[src/rtl/psv_pkg.sv]
// ----------------------------------------------------------------------------
// psv_pkg
// shared types and constants of the point seek pd velocity block
// ----------------------------------------------------------------------------
package psv_pkg;

    // field widths
    localparam int POS_W    = 16;   // positions and targets in mm
    localparam int MAG_W    = 17;   // multiplier operand width
    localparam int PROD_W   = 2 * MAG_W;
    localparam int DIST_W   = 17;   // floor distance
    localparam int SPEED_W  = 13;   // speed, 0..4096
    localparam int VEL_W    = 14;   // signed velocity
    localparam int GAIN_W   = 16;

    // square root unit
    localparam int SQ_IN_W  = 34;   // radicand, even width
    localparam int SQ_REM_W = 20;
    localparam int SQ_STEPS = SQ_IN_W / 2;
    localparam int SQ_CNT_W = 5;

    // divider unit
    localparam int DIV_NUM_W = 29;  // speed * |delta| < 2^29
    localparam int DIV_DEN_W = DIST_W;
    localparam int DIV_CNT_W = 5;

    localparam logic [SPEED_W-1:0] SPEED_CAP = 13'd4096;

    // register map, index = paddr[4:2]
    typedef enum logic [2:0] {
        REG_TARGET_X    = 3'd0,
        REG_TARGET_Y    = 3'd1,
        REG_ARRIVE_THR  = 3'd2,
        REG_PROP_GAIN   = 3'd3,
        REG_DERIV_GAIN  = 3'd4,
        REG_SPEED_LIMIT = 3'd5
    } t_reg_idx;

    // status of an iterative unit
    typedef struct packed {
        logic busy;
        logic done;     // one-cycle pulse, result valid
    } t_unit_stat;

endpackage

[src/rtl/psv_mul.sv]
// ----------------------------------------------------------------------------
// psv_mul
// shared unsigned 17x17 multiplier with registered product
// ----------------------------------------------------------------------------
module psv_mul (
    input  logic                        i_clk,
    input  logic [psv_pkg::MAG_W-1:0]   i_a,
    input  logic [psv_pkg::MAG_W-1:0]   i_b,
    output logic [psv_pkg::PROD_W-1:0]  o_prod
);
    import psv_pkg::*;

    logic [PROD_W-1:0] r_prod;

    always_ff @(posedge i_clk) begin
        r_prod <= PROD_W'(i_a) * PROD_W'(i_b);
    end

    assign o_prod = r_prod;

endmodule

[src/rtl/psv_sqrt.sv]
// ----------------------------------------------------------------------------
// psv_sqrt
// floor square root, two radicand bits per cycle
// ----------------------------------------------------------------------------
module psv_sqrt (
    input  logic                          i_clk,
    input  logic                          i_rst_n,
    input  logic                          i_start,
    input  logic [psv_pkg::SQ_IN_W-1:0]   i_radicand,
    output psv_pkg::t_unit_stat           o_stat,
    output logic [psv_pkg::DIST_W-1:0]    o_root
);
    import psv_pkg::*;

    logic [SQ_IN_W-1:0]  r_rad;
    logic [SQ_REM_W-1:0] r_rem;
    logic [DIST_W-1:0]   r_root;
    logic [SQ_CNT_W-1:0] r_cnt;
    logic                r_busy;
    logic                r_done;

    logic [SQ_REM_W-1:0] w_rem_sh;
    logic [SQ_REM_W-1:0] w_trial;
    logic                w_fit;

    // shift in the next bit pair, try root*4+1
    assign w_rem_sh = {r_rem[SQ_REM_W-3:0], r_rad[SQ_IN_W-1 -: 2]};
    assign w_trial  = {1'b0, r_root, 2'b01};
    assign w_fit    = (w_rem_sh >= w_trial);

    always_ff @(posedge i_clk) begin
        if (!i_rst_n) begin
            r_busy <= 1'b0;
            r_done <= 1'b0;
            r_cnt  <= '0;
        end else begin
            r_done <= 1'b0;
            if (i_start && !r_busy) begin
                r_busy <= 1'b1;
                r_cnt  <= '0;
                r_rad  <= i_radicand;
                r_rem  <= '0;
                r_root <= '0;
            end else if (r_busy) begin
                r_rad <= {r_rad[SQ_IN_W-3:0], 2'b00};
                if (w_fit) begin
                    r_rem  <= w_rem_sh - w_trial;
                    r_root <= {r_root[DIST_W-2:0], 1'b1};
                end else begin
                    r_rem  <= w_rem_sh;
                    r_root <= {r_root[DIST_W-2:0], 1'b0};
                end
                if (r_cnt == SQ_CNT_W'(SQ_STEPS - 1)) begin
                    r_busy <= 1'b0;
                    r_done <= 1'b1;
                end
                r_cnt <= r_cnt + 1'b1;
            end
        end
    end

    assign o_stat.busy = r_busy;
    assign o_stat.done = r_done;
    assign o_root      = r_root;

endmodule

[src/rtl/psv_div.sv]
// ----------------------------------------------------------------------------
// psv_div
// restoring unsigned divider, one quotient bit per cycle
// ----------------------------------------------------------------------------
module psv_div (
    input  logic                            i_clk,
    input  logic                            i_rst_n,
    input  logic                            i_start,
    input  logic [psv_pkg::DIV_NUM_W-1:0]   i_num,
    input  logic [psv_pkg::DIV_DEN_W-1:0]   i_den,
    output psv_pkg::t_unit_stat             o_stat,
    output logic [psv_pkg::DIV_NUM_W-1:0]   o_quot
);
    import psv_pkg::*;

    logic [DIV_NUM_W-1:0] r_q;      // dividend out at the top, quotient in at the bottom
    logic [DIV_DEN_W-1:0] r_rem;
    logic [DIV_DEN_W-1:0] r_den;
    logic [DIV_CNT_W-1:0] r_cnt;
    logic                 r_busy;
    logic                 r_done;

    logic [DIV_DEN_W:0]   w_rem_sh;
    logic                 w_fit;

    assign w_rem_sh = {r_rem, r_q[DIV_NUM_W-1]};
    assign w_fit    = (w_rem_sh >= {1'b0, r_den});

    always_ff @(posedge i_clk) begin
        if (!i_rst_n) begin
            r_busy <= 1'b0;
            r_done <= 1'b0;
            r_cnt  <= '0;
        end else begin
            r_done <= 1'b0;
            if (i_start && !r_busy) begin
                r_busy <= 1'b1;
                r_cnt  <= '0;
                r_q    <= i_num;
                r_den  <= i_den;
                r_rem  <= '0;
            end else if (r_busy) begin
                if (w_fit) begin
                    r_rem <= DIV_DEN_W'(w_rem_sh - {1'b0, r_den});
                    r_q   <= {r_q[DIV_NUM_W-2:0], 1'b1};
                end else begin
                    r_rem <= w_rem_sh[DIV_DEN_W-1:0];
                    r_q   <= {r_q[DIV_NUM_W-2:0], 1'b0};
                end
                if (r_cnt == DIV_CNT_W'(DIV_NUM_W - 1)) begin
                    r_busy <= 1'b0;
                    r_done <= 1'b1;
                end
                r_cnt <= r_cnt + 1'b1;
            end
        end
    end

    assign o_stat.busy = r_busy;
    assign o_stat.done = r_done;
    assign o_quot      = r_q;

endmodule

[src/rtl/point_seek_pd_velocity.sv]
// sequence: each accepted word runs the 17-step square root; a moving step at
//   nonzero distance adds two 29-step divisions, and the shared multiplier
//   serves every product; no new word is taken until the result is loaded
//   into the output register
// reset: synchronous active low, configuration registers return to their reset values,
//   stored distance and arrived flag cleared, no result pending
// ----------------------------------------------------------------------------
// point_seek_pd_velocity
// go-to-point pd speed controller: distance to target, pd speed, clamp,
// and velocity split along the unit vector toward the target
// ----------------------------------------------------------------------------
module point_seek_pd_velocity (
    input  logic        i_clk,
    input  logic        i_rst_n,
    // apb register port
    input  logic        psel,
    input  logic        penable,
    input  logic        pwrite,
    input  logic [4:0]  paddr,
    input  logic [31:0] pwdata,
    output logic [31:0] prdata,
    output logic        pready,
    // input word stream
    input  logic        s_axis_tvalid,
    output logic        s_axis_tready,
    input  logic [31:0] s_axis_tdata,   // robot_x[15:0], robot_y[31:16]
    input  logic        s_axis_tuser,   // first_of_goal
    // result word stream
    output logic        m_axis_tvalid,
    input  logic        m_axis_tready,
    output logic [47:0] m_axis_tdata,   // vel_x[13:0], vel_y[27:14], distance[44:28], zeros
    output logic        m_axis_tuser    // arrived
);
    import psv_pkg::*;

    typedef enum logic [3:0] {
        S_IDLE,     // wait for a word
        S_SQX,      // dx^2 into the multiplier
        S_SQY,      // park dx^2, dy^2 into the multiplier
        S_SUM,      // sum of squares, start root
        S_SQRT,     // wait for the root
        S_DEC,      // arrival decision
        S_KP,       // kp * d
        S_KD,       // kd * |d - last|
        S_SPD,      // pd sum, clamp to the limit
        S_MX,       // speed * |dx|
        S_DX,       // start x division
        S_DIVX,     // wait x quotient
        S_MY,       // speed * |dy|
        S_DY,       // start y division
        S_DIVY,     // wait y quotient
        S_OUT       // hand the result to the output register
    } t_state;

    // ------------------------------------------------------------------------
    // configuration registers
    // ------------------------------------------------------------------------
    logic signed [POS_W-1:0]   r_target_x;
    logic signed [POS_W-1:0]   r_target_y;
    logic        [POS_W-1:0]   r_arrive_thr;
    logic        [GAIN_W-1:0]  r_prop_gain;
    logic        [GAIN_W-1:0]  r_deriv_gain;
    logic        [SPEED_W-1:0] r_speed_limit;

    logic     w_cfg_wr;
    t_reg_idx w_cfg_idx;

    assign pready    = 1'b1;
    assign w_cfg_wr  = psel && penable && pwrite && pready;
    assign w_cfg_idx = t_reg_idx'(paddr[4:2]);

    always_ff @(posedge i_clk) begin
        if (!i_rst_n) begin
            r_target_x    <= '0;
            r_target_y    <= '0;
            r_arrive_thr  <= 16'd100;
            r_prop_gain   <= 16'd1573;
            r_deriv_gain  <= 16'd315;
            r_speed_limit <= 13'd1024;
        end else if (w_cfg_wr) begin
            unique case (w_cfg_idx)
                REG_TARGET_X:    r_target_x    <= pwdata[POS_W-1:0];
                REG_TARGET_Y:    r_target_y    <= pwdata[POS_W-1:0];
                REG_ARRIVE_THR:  r_arrive_thr  <= pwdata[POS_W-1:0];
                REG_PROP_GAIN:   r_prop_gain   <= pwdata[GAIN_W-1:0];
                REG_DERIV_GAIN:  r_deriv_gain  <= pwdata[GAIN_W-1:0];
                REG_SPEED_LIMIT: r_speed_limit <= pwdata[SPEED_W-1:0];
                default: ;      // addresses past the map are ignored
            endcase
        end
    end

    // register read, zero filled
    always_comb begin
        unique case (w_cfg_idx)
            REG_TARGET_X:    prdata = {16'd0, r_target_x};
            REG_TARGET_Y:    prdata = {16'd0, r_target_y};
            REG_ARRIVE_THR:  prdata = {16'd0, r_arrive_thr};
            REG_PROP_GAIN:   prdata = {16'd0, r_prop_gain};
            REG_DERIV_GAIN:  prdata = {16'd0, r_deriv_gain};
            REG_SPEED_LIMIT: prdata = {19'd0, r_speed_limit};
            default:         prdata = '0;
        endcase
    end

    // ------------------------------------------------------------------------
    // datapath state
    // ------------------------------------------------------------------------
    t_state               r_state;
    logic [POS_W-1:0]     r_dx_mag;     // |target - robot| fits 16 bits
    logic [POS_W-1:0]     r_dy_mag;
    logic                 r_dx_neg;
    logic                 r_dy_neg;
    logic [PROD_W-1:0]    r_acc;        // parked product
    logic [DIST_W-1:0]    r_dist;
    logic [DIST_W-1:0]    r_last_dist;
    logic                 r_reached;
    logic [SPEED_W-1:0]   r_speed;
    logic [SPEED_W-1:0]   r_qx;
    logic [SPEED_W-1:0]   r_qy;
    logic                 r_out_valid;
    logic [VEL_W-1:0]     r_out_vx;
    logic [VEL_W-1:0]     r_out_vy;
    logic [DIST_W-1:0]    r_out_dist;
    logic                 r_out_arrived;

    // input deltas, 17-bit signed
    logic signed [POS_W:0] w_dx;
    logic signed [POS_W:0] w_dy;
    logic        [POS_W:0] w_dx_abs;
    logic        [POS_W:0] w_dy_abs;

    assign w_dx     = $signed({r_target_x[POS_W-1], r_target_x})
                    - $signed({s_axis_tdata[POS_W-1], s_axis_tdata[POS_W-1:0]});
    assign w_dy     = $signed({r_target_y[POS_W-1], r_target_y})
                    - $signed({s_axis_tdata[2*POS_W-1], s_axis_tdata[2*POS_W-1:POS_W]});
    assign w_dx_abs = w_dx[POS_W] ? (POS_W+1)'(-w_dx) : w_dx;
    assign w_dy_abs = w_dy[POS_W] ? (POS_W+1)'(-w_dy) : w_dy;

    // shared multiplier and its operand select
    logic [MAG_W-1:0]  w_mul_a;
    logic [MAG_W-1:0]  w_mul_b;
    logic [PROD_W-1:0] w_prod;

    // distance change for the derivative term
    logic [DIST_W:0]   w_diff;
    logic              w_diff_neg;
    logic [DIST_W-1:0] w_diff_mag;

    assign w_diff     = {1'b0, r_dist} - {1'b0, r_last_dist};
    assign w_diff_neg = w_diff[DIST_W];
    assign w_diff_mag = w_diff_neg ? DIST_W'(-w_diff) : w_diff[DIST_W-1:0];

    always_comb begin
        w_mul_a = '0;
        w_mul_b = '0;
        case (r_state)
            S_SQX: begin
                w_mul_a = {1'b0, r_dx_mag};
                w_mul_b = {1'b0, r_dx_mag};
            end
            S_SQY: begin
                w_mul_a = {1'b0, r_dy_mag};
                w_mul_b = {1'b0, r_dy_mag};
            end
            S_KP: begin
                w_mul_a = r_dist;
                w_mul_b = {1'b0, r_prop_gain};
            end
            S_KD: begin
                w_mul_a = w_diff_mag;
                w_mul_b = {1'b0, r_deriv_gain};
            end
            S_MX: begin
                w_mul_a = {1'b0, r_dx_mag};
                w_mul_b = MAG_W'(r_speed);
            end
            S_MY: begin
                w_mul_a = {1'b0, r_dy_mag};
                w_mul_b = MAG_W'(r_speed);
            end
            default: ;
        endcase
    end

    psv_mul u_mul (
        .i_clk  (i_clk),
        .i_a    (w_mul_a),
        .i_b    (w_mul_b),
        .o_prod (w_prod)
    );

    // sum of squares stays below 2^33
    logic [PROD_W-1:0] w_d2;
    t_unit_stat        w_sq_stat;
    logic [DIST_W-1:0] w_root;

    assign w_d2 = r_acc + w_prod;

    psv_sqrt u_sqrt (
        .i_clk      (i_clk),
        .i_rst_n    (i_rst_n),
        .i_start    (r_state == S_SUM),
        .i_radicand (SQ_IN_W'(w_d2)),
        .o_stat     (w_sq_stat),
        .o_root     (w_root)
    );

    // pd sum in 2^-20 m/s, the kd term carries the sign of the change
    logic signed [PROD_W+1:0] w_pd;
    logic        [PROD_W-10:0] w_pd_q;
    logic        [SPEED_W-1:0] w_limit;
    logic        [SPEED_W-1:0] w_speed;

    assign w_pd    = w_diff_neg ? $signed({2'b00, r_acc}) - $signed({2'b00, w_prod})
                                : $signed({2'b00, r_acc}) + $signed({2'b00, w_prod});
    assign w_pd_q  = w_pd[PROD_W:10];
    assign w_limit = (r_speed_limit > SPEED_CAP) ? SPEED_CAP : r_speed_limit;

    always_comb begin
        if (w_pd[PROD_W+1] || (w_pd == '0)) begin
            w_speed = '0;
        end else if (w_pd_q > (PROD_W-9)'(w_limit)) begin
            w_speed = w_limit;
        end else begin
            w_speed = w_pd_q[SPEED_W-1:0];
        end
    end

    // shared divider for both components
    t_unit_stat           w_div_stat;
    logic [DIV_NUM_W-1:0] w_quot;

    psv_div u_div (
        .i_clk   (i_clk),
        .i_rst_n (i_rst_n),
        .i_start ((r_state == S_DX) || (r_state == S_DY)),
        .i_num   (w_prod[DIV_NUM_W-1:0]),
        .i_den   (r_dist),
        .o_stat  (w_div_stat),
        .o_quot  (w_quot)
    );

    // ------------------------------------------------------------------------
    // sequencer
    // ------------------------------------------------------------------------
    logic w_in_acc;
    logic w_out_free;

    assign s_axis_tready = (r_state == S_IDLE);
    assign w_in_acc      = s_axis_tvalid && s_axis_tready;
    assign w_out_free    = !r_out_valid || m_axis_tready;

    always_ff @(posedge i_clk) begin
        if (!i_rst_n) begin
            r_state     <= S_IDLE;
            r_last_dist <= '0;
            r_reached   <= 1'b0;
            r_out_valid <= 1'b0;
        end else begin
            // a new result loaded in the same cycle keeps it set
            if (r_out_valid && m_axis_tready && (r_state != S_OUT)) begin
                r_out_valid <= 1'b0;
            end
            unique case (r_state)
                S_IDLE: begin
                    if (w_in_acc) begin
                        r_dx_mag <= w_dx_abs[POS_W-1:0];
                        r_dy_mag <= w_dy_abs[POS_W-1:0];
                        r_dx_neg <= w_dx[POS_W];
                        r_dy_neg <= w_dy[POS_W];
                        // start of a new goal
                        if (s_axis_tuser) begin
                            r_last_dist <= '0;
                            r_reached   <= 1'b0;
                        end
                        r_state <= S_SQX;
                    end
                end
                S_SQX: r_state <= S_SQY;
                S_SQY: begin
                    r_acc   <= w_prod;
                    r_state <= S_SUM;
                end
                S_SUM: r_state <= S_SQRT;
                S_SQRT: begin
                    if (w_sq_stat.done) begin
                        r_dist  <= w_root;
                        r_state <= S_DEC;
                    end
                end
                S_DEC: begin
                    r_qx <= '0;
                    r_qy <= '0;
                    if (r_reached) begin
                        r_state <= S_OUT;
                    end else if (r_dist < {1'b0, r_arrive_thr}) begin
                        r_reached <= 1'b1;
                        r_state   <= S_OUT;
                    end else begin
                        r_state <= S_KP;
                    end
                end
                S_KP: r_state <= S_KD;
                S_KD: begin
                    r_acc   <= w_prod;
                    r_state <= S_SPD;
                end
                S_SPD: begin
                    r_speed     <= w_speed;
                    r_last_dist <= r_dist;
                    // zero distance leaves no direction, velocity stays zero
                    r_state     <= (r_dist == '0) ? S_OUT : S_MX;
                end
                S_MX: r_state <= S_DX;
                S_DX: r_state <= S_DIVX;
                S_DIVX: begin
                    if (w_div_stat.done) begin
                        r_qx    <= w_quot[SPEED_W-1:0];
                        r_state <= S_MY;
                    end
                end
                S_MY: r_state <= S_DY;
                S_DY: r_state <= S_DIVY;
                S_DIVY: begin
                    if (w_div_stat.done) begin
                        r_qy    <= w_quot[SPEED_W-1:0];
                        r_state <= S_OUT;
                    end
                end
                S_OUT: begin
                    if (w_out_free) begin
                        r_out_valid   <= 1'b1;
                        r_out_vx      <= r_dx_neg ? VEL_W'(-{1'b0, r_qx}) : {1'b0, r_qx};
                        r_out_vy      <= r_dy_neg ? VEL_W'(-{1'b0, r_qy}) : {1'b0, r_qy};
                        r_out_dist    <= r_dist;
                        r_out_arrived <= r_reached;
                        r_state       <= S_IDLE;
                    end
                end
                default: r_state <= S_IDLE;
            endcase
        end
    end

    assign m_axis_tvalid = r_out_valid;
    assign m_axis_tdata  = {3'b000, r_out_dist, r_out_vy, r_out_vx};
    assign m_axis_tuser  = r_out_arrived;

`ifndef SYNTHESIS
    // an arrived result never commands motion
    a_arrived_still: assert property (@(posedge i_clk) disable iff (!i_rst_n)
        (m_axis_tvalid && m_axis_tuser) |-> (m_axis_tdata[27:0] == '0))
        else $error("velocity nonzero on an arrived result");

    // an accepted word closes the input until its result is handed over
    a_one_at_a_time: assert property (@(posedge i_clk) disable iff (!i_rst_n)
        w_in_acc |=> !s_axis_tready)
        else $error("input reopened right after accept");

    // the speed never passes the hard cap
    a_speed_cap: assert property (@(posedge i_clk) disable iff (!i_rst_n)
        (r_state == S_MX) |-> (r_speed <= SPEED_CAP))
        else $error("speed above cap");

    // root result arrives only while the sequencer waits for it
    a_root_wait: assert property (@(posedge i_clk) disable iff (!i_rst_n)
        w_sq_stat.done |-> (r_state == S_SQRT))
        else $error("square root done outside its wait state");

    // quotients arrive only while a division is awaited
    a_div_wait: assert property (@(posedge i_clk) disable iff (!i_rst_n)
        w_div_stat.done |-> ((r_state == S_DIVX) || (r_state == S_DIVY)))
        else $error("division done outside its wait state");
`endif

endmodule

[config.mk]
export PLATFORM = sky130hd
export DESIGN_NAME = point_seek_pd_velocity
export DESIGN_NICKNAME = d
export VERILOG_FILES = /design/src/rtl/psv_pkg.sv /design/src/rtl/psv_mul.sv /design/src/rtl/psv_sqrt.sv /design/src/rtl/psv_div.sv /design/src/rtl/point_seek_pd_velocity.sv
export SDC_FILE = /design/constraint.sdc
export NUM_CORES = 2
export LEC_CHECK = 0
export ABC_CLOCK_PERIOD_IN_PS = 9800
export BUFFER_PORTS_ARGS = -buffer_cell sky130_fd_sc_hd__buf_2
export CORE_MARGIN = 4
export CORE_UTILIZATION = 60
export CTS_CLUSTER_SIZE = 14
export DETAILED_ROUTE_END_ITERATION = 12
export MAX_ROUTING_LAYER = met4
export PLACE_DENSITY = 0.78
export SLEW_MARGIN = 10
export SYNTH_ARGS = -nofsm -noshare
export SYNTH_HDL_FRONTEND = slang
export SYNTH_SLANG_ARGS = --single-unit
[constraint.sdc]
create_clock -name i_clk -period 9.8 [get_ports i_clk]
set_clock_uncertainty 0.1 [all_clocks]
set_input_delay 0.49 -clock i_clk [delete_from_list [all_inputs] [get_ports i_clk]]
set_output_delay 0.49 -clock i_clk [all_outputs]
set_load 0.05 [all_outputs]
---- Word-level counts from Yosys, hierarchy flattened ----
Index checks and enable logic that the tools add are counted.
storage, ports and cells
  register bits ........................... 466
  output and inout port bits .............. 84
  logic and storage cells ................. 194
cells by class
  add/sub/neg operators ................... 15
  $mul .................................... 1
  $lt $le $gt $ge ......................... 5
  equal/unequal tests ..................... 29
  muxes and demuxes ....................... 53
  bitwise gates (word level) .............. 3
  reductions and logical operators ........ 50
operator list
  cell                                         count
  2-to-1 mux 17 bit                            6
  one-hot mux 16 bit (6 select lines)          1
  one-hot mux 16 bit (5 select lines)          1
  2-to-1 mux 34 bit                            2
  one-hot mux 17 bit (4 select lines)          1
  2-to-1 mux 13 bit                            5
  one-hot mux 4 bit (16 select lines)          1
  2-to-1 mux 29 bit                            2
  one-hot mux 13 bit (2 select lines)          2
  zero test 36 bit                             1
  2-to-1 mux 18 bit                            2
  2-to-1 mux 36 bit                            1
  adder 34 x 34 -> 35 bit                      1
  subtractor 34 x 34 -> 35 bit                 1
  adder 34 bit                                 1
  one-hot mux 17 bit (2 select lines)          1
  subtractor 16 x 16 -> 17 bit                 2
  multiplier 17 x 16 -> 33 bit                 1
  equality test 4 bit (second input constant)  8
  2-to-1 mux 16 bit                            2
  negator 16 bit                               2
  2-to-1 mux 4 bit                             7
  negator 13 -> 14 bit                         2
  > comparator 25 x 13 -> 1 bit                1
  35 further kinds                             102

---- Longest topological paths before layout ----
  word-level depth ........................ 5
  gate-level depth with buffers ........... 37
  gate-level depth less buffers ........... 36

---- By module ----
A second synthesis with hierarchy kept.
unflattened totals
  cells, all modules ...................... 4331
  area, all modules ....................... 38918.6 um^2
modules (own cells, without submodules)
  module                  instances  cells an instance  area each (um^2)
  point_seek_pd_velocity  1          2352               20464.6
  psv_mul                 1          1158               10258.6
  psv_sqrt                1          419                4157.7
  psv_div                 1          402                4037.6

---- Worst setup path before layout ----
OpenSTA, ideal clock, no wires.
  path type ............................... reg2reg
  from .................................... register r_dist[0]
  to ...................................... register u_mul.r_prod[32] (netlist: u_mul.o_prod[32])
  library setup time ...................... 0.121 ns
  data arrival time ....................... 8.761 ns
  setup slack ............................. 0.819 ns
  stages on the path, launching flop included .. 37
  path through ............................ edfxtp_1 -> inv_1 -> ha_1 -> inv_1 -> fa_1 -> a21o_1 -> a21oi_1 -> o21bai_1 -> a2111oi_1 -> o31ai_1 -> a211oi_1 -> o21ai_1 -> or3_1 -> o31ai_2 -> buf_2 -> nor3_1 -> a211oi_1 -> fa_1 -> fa_1 -> inv_1 -> fa_1 -> fa_1 -> fa_1 -> inv_1 -> fa_1 -> inv_1 -> ha_1 -> and3_1 -> nand2_1 -> nand2_1 -> a31o_2 -> a31oi_1 -> o31a_1 -> a21oi_1 -> a211oi_1 -> a21oi_1 -> xnor2_1
on the way
  longest elaborated chain between the ends .. 5
ends and longest elaborated chain
  item                                     line                           RTL
  from (decl)                              point_seek_pd_velocity.sv:115  logic [DIST_W-1:0] r_dist;
  from (signal assigned)                   point_seek_pd_velocity.sv:288  r_dist <= w_root;
  subtractor 17 x 17 -> 18 bit             point_seek_pd_velocity.sv:150  assign w_diff = {1'b0, r_dist} - {1'b0, r_last_dist};
  negator 17 bit                           point_seek_pd_velocity.sv:152  assign w_diff_mag = w_diff_neg ? DIST_W'(-w_diff) : w_diff[DIST_W-1:0];
  2-to-1 mux 17 bit                        point_seek_pd_velocity.sv:152
  one-hot mux 17 bit (4 select lines) (*)  point_seek_pd_velocity.sv:157  case (r_state)
  multiplier 17 x 16 -> 33 bit (*)         psv_mul.sv:16                  r_prod <= PROD_W'(i_a) * PROD_W'(i_b);
  to (signal assigned)                     psv_mul.sv:16
  to (decl)                                psv_mul.sv:13                  logic [PROD_W-1:0] r_prod;
Every way passes the cells marked *; elsewhere a longest branch is shown, timed or not.
A chain may end at the register's enable or synchronous reset.

---- Worst setup path after layout ----
Same ends and word-level chain as after synthesis.

==> qor.yml <==
clock_path_buffers: 3
drc_errors: 0
routabilityCongestion: 1.04
mostFrequentLayoutCell: "nand2_1"
ir_drop_v: 0.000145
num_rows: 91
crit_path_top_delay_cell: "fa_1"
cp_max_fo: 11
post-route-period-util_pct: 96.0
core_area_mm2: 0.0618
hold_viol: 0
clock-sinks: 464
synth_flop_cell: "edfxtp_1"
synth_area_leaders: "edfxtp_1, fa_1, ha_1, dfxtp_1, nand2_1"
final_nets: 4789
drtPass1Iterations: 9
multi_input_area_mm2: 0.0229
grt_max_degree: 84
num_vias: 31173
grt_usage_pct: 33.1
required_ns: 10.15
die_area_mm2: 0.0665
final_antenna_net_count: 0
yosysUniqueCellTypes: 93
synth_top_area_cell: "edfxtp_1"
fmax_mhz: 106
clock_latency_ns: 0.62
cts_root_buf: "clkbuf_16"
fillers: 4986
regArea_mm2: 0.0123
slowest_delay_ns: 0.58
slew_viol_final: 0
startpoint_type: "flop"
min_path_type: "in2reg"
worst_pin_slew_ns: 1.23
place_inst: 4987
syn_to_final_growth_pct: 9.80
cap_violations: 0
rsz0062_at_grt: "yes"
numCtsBuffers: 51
p_leak_nw: 17.4
final_cells: 5085
fin_crit_ns: 9.41
start_util_pct: 60.6
synth_warnings: 0
post-dp-hpwl_um: 83800
clkTransAtPathRegs_ns: 0.06
cp.arrival_ns: 9.76
die_x_um: 258
cts_tree: "built"
relSlewSlack_pct: 17.5
critPathMostFrequentCell: "fa_1"
post_route_cells_drive_above_1_share_pct: 10.5
post-place-ws_ns: 0.311
end_kind: "flop"
synth_edf_count: 301
antenna_found_initial: 0
drt_iter0_drc: 3611
gr-total-overflow: 0
grt_pass1_vias: 29724
place.port_buffers: 122
async_flop_share_pct: 0
yosysTopAreaCellShare_pct: 24.1
ios: 161
layout_common_cells: "nand2_1, inv_1, nor2_1"
setup_viol: 0
placed_area_mm2: 0.0392
finalWorstSetupSlack_ns: 0.393
path_class: "reg2reg"
regToRegSetupSlack_ns: 0.39
synth_seq_cells: 464
final_cell_area_mm2: 0.0412
grt_pass1_wl_um: 168000
synth-seq-area-share_pct: 32.8
power_density_mw_per_mm2: 185
fp.dieH_um: 258
syn_area_per_cell_um2: 9.14
startpoint: "r_dist[0]$_DFFE_PP_"
netlist_area_mm2: 0.0375
avgViaCountPerCell: 6.13
wirelength_um: 110000
drt-wirelength-per-cell_um: 21.6
min_from: "pwdata[14]"
syn_inst: 4100
status: "finished clean"
htreeDepth: 2
r2r-start: "r_dist[0]$_DFFE_PP_"
through the flow:
stage / setup TNS [ns] / hold WS [ns] / total power, mW / utilization, %
2_1_floorplan: 0 / 0.326 / 4.56 / -
3_3_place_gp: 0 / 0.332 / 5.38 / 63.5
3_5_place_dp: 0 / 0.332 / 5.43 / 63.5
4_1_cts: 0 / 0.0630 / 7.54 / 66.5
5_1_grt: -0.0824 / 0.0796 / 8.01 / 66.6
6_report: 0 / 0.0863 / 7.60 / 66.6
worst max-delay path, delay by kind of cell (launching register included):
family / cells / cell delay (ns)
AOI/OAI and AO/OA: 12 / 2.20
and+or+nand+nor: 6 / 1.31
buffers and inverters: 7 / 0.56
xor gates and xnor gates: 3 / 0.67
DFF: 1 / 0.39
adders and majority gates: 9 / 4.00
flip-flops by register name, summed over array words and instances, names as in the netlist, 18 cells and up:
| register | cells |
|---|---|
| r_acc | 33 |
| u_sqrt.r_rem | 18 |
| u_mul.o_prod | 33 |
| u_sqrt.r_rad | 34 |
| u_div.o_quot | 29 |
what timing repair did:
| action | 4_1_cts | 5_1_grt |
|---|---|---|
| gates resized for setup | 0 | 11 |
| hold buffers | 0 | 0 |
| setup endpoints to repair | 0 | 10 |
| setup buffers | 0 | 2 |
| hold endpoints to repair | 0 | 0 |
power breakdown:
part	total, mW	internal (mW)	switching [mW]	leakage (nW)
clock	2.12	1.27	0.851	0.898
combinational	3.15	1.14	2.00	12.5
sequential	2.33	2.21	0.120	4.07
cell type report:
class	count	share of cell area [%]
well taps	837	2.54
diodes	1	0.00608
flip-flops and latches	464	29.9
multi-input cells	3013	55.6
clock inverters	36	1.22
inverters	451	4.12
clock buffers	59	3.30
repair buffers	224	3.34
kinds of logic (layout without fill, tap and decap cells):
group	Yosys count	count (layout)	synth area share, %
simple gates	1346	1346	16.4
compound gates	838	838	15.1
buf+inv	641	770	6.79
fa+ha+maj	507	507	21.2
flops	464	464	32.8
xor+xnor	202	202	4.72
mux	100	100	2.94
other cells	2	21	0.0200
cell usage after synthesis, types with 60 or more instances:
library cell and n:
nand2_1 545, inv_1 447, nor2_1 346, edfxtp_1 301, ha_1 293, a21oi_1 232, fa_1 214, dfxtp_1 163
xnor2_1 149, clkbuf_1 135, o21ai_0 133, nor3_1 76, nand3_1 68, a21o_1 60
path summary, 6_finish.rpt:
| check | cells after the start | to |
|---|---|---|
| max | 37 | u_mul.o_prod[32]$_DFF_P_ |
| min | 3 | r_target_x[14]$_SDFFE_PN0P_ |
| max reg2reg | 37 | u_mul.o_prod[32]$_DFF_P_ |
| min reg2reg | 0 | r_dist[4]$_DFFE_PP_ |
per-layer routing:
metal  share of wire [%]  routed length, um  track usage (%)  up-vias
met5                   0                  0                -        -
met4                 6.5               7130             17.0        0
met3                 9.6              10500             5.78      356
met2                  45              49200             51.0     1625
met1                  39              42800             42.4    14855
li1                    -                  -                -    14337
No activity file was read; power rests on OpenSTA's default activity.
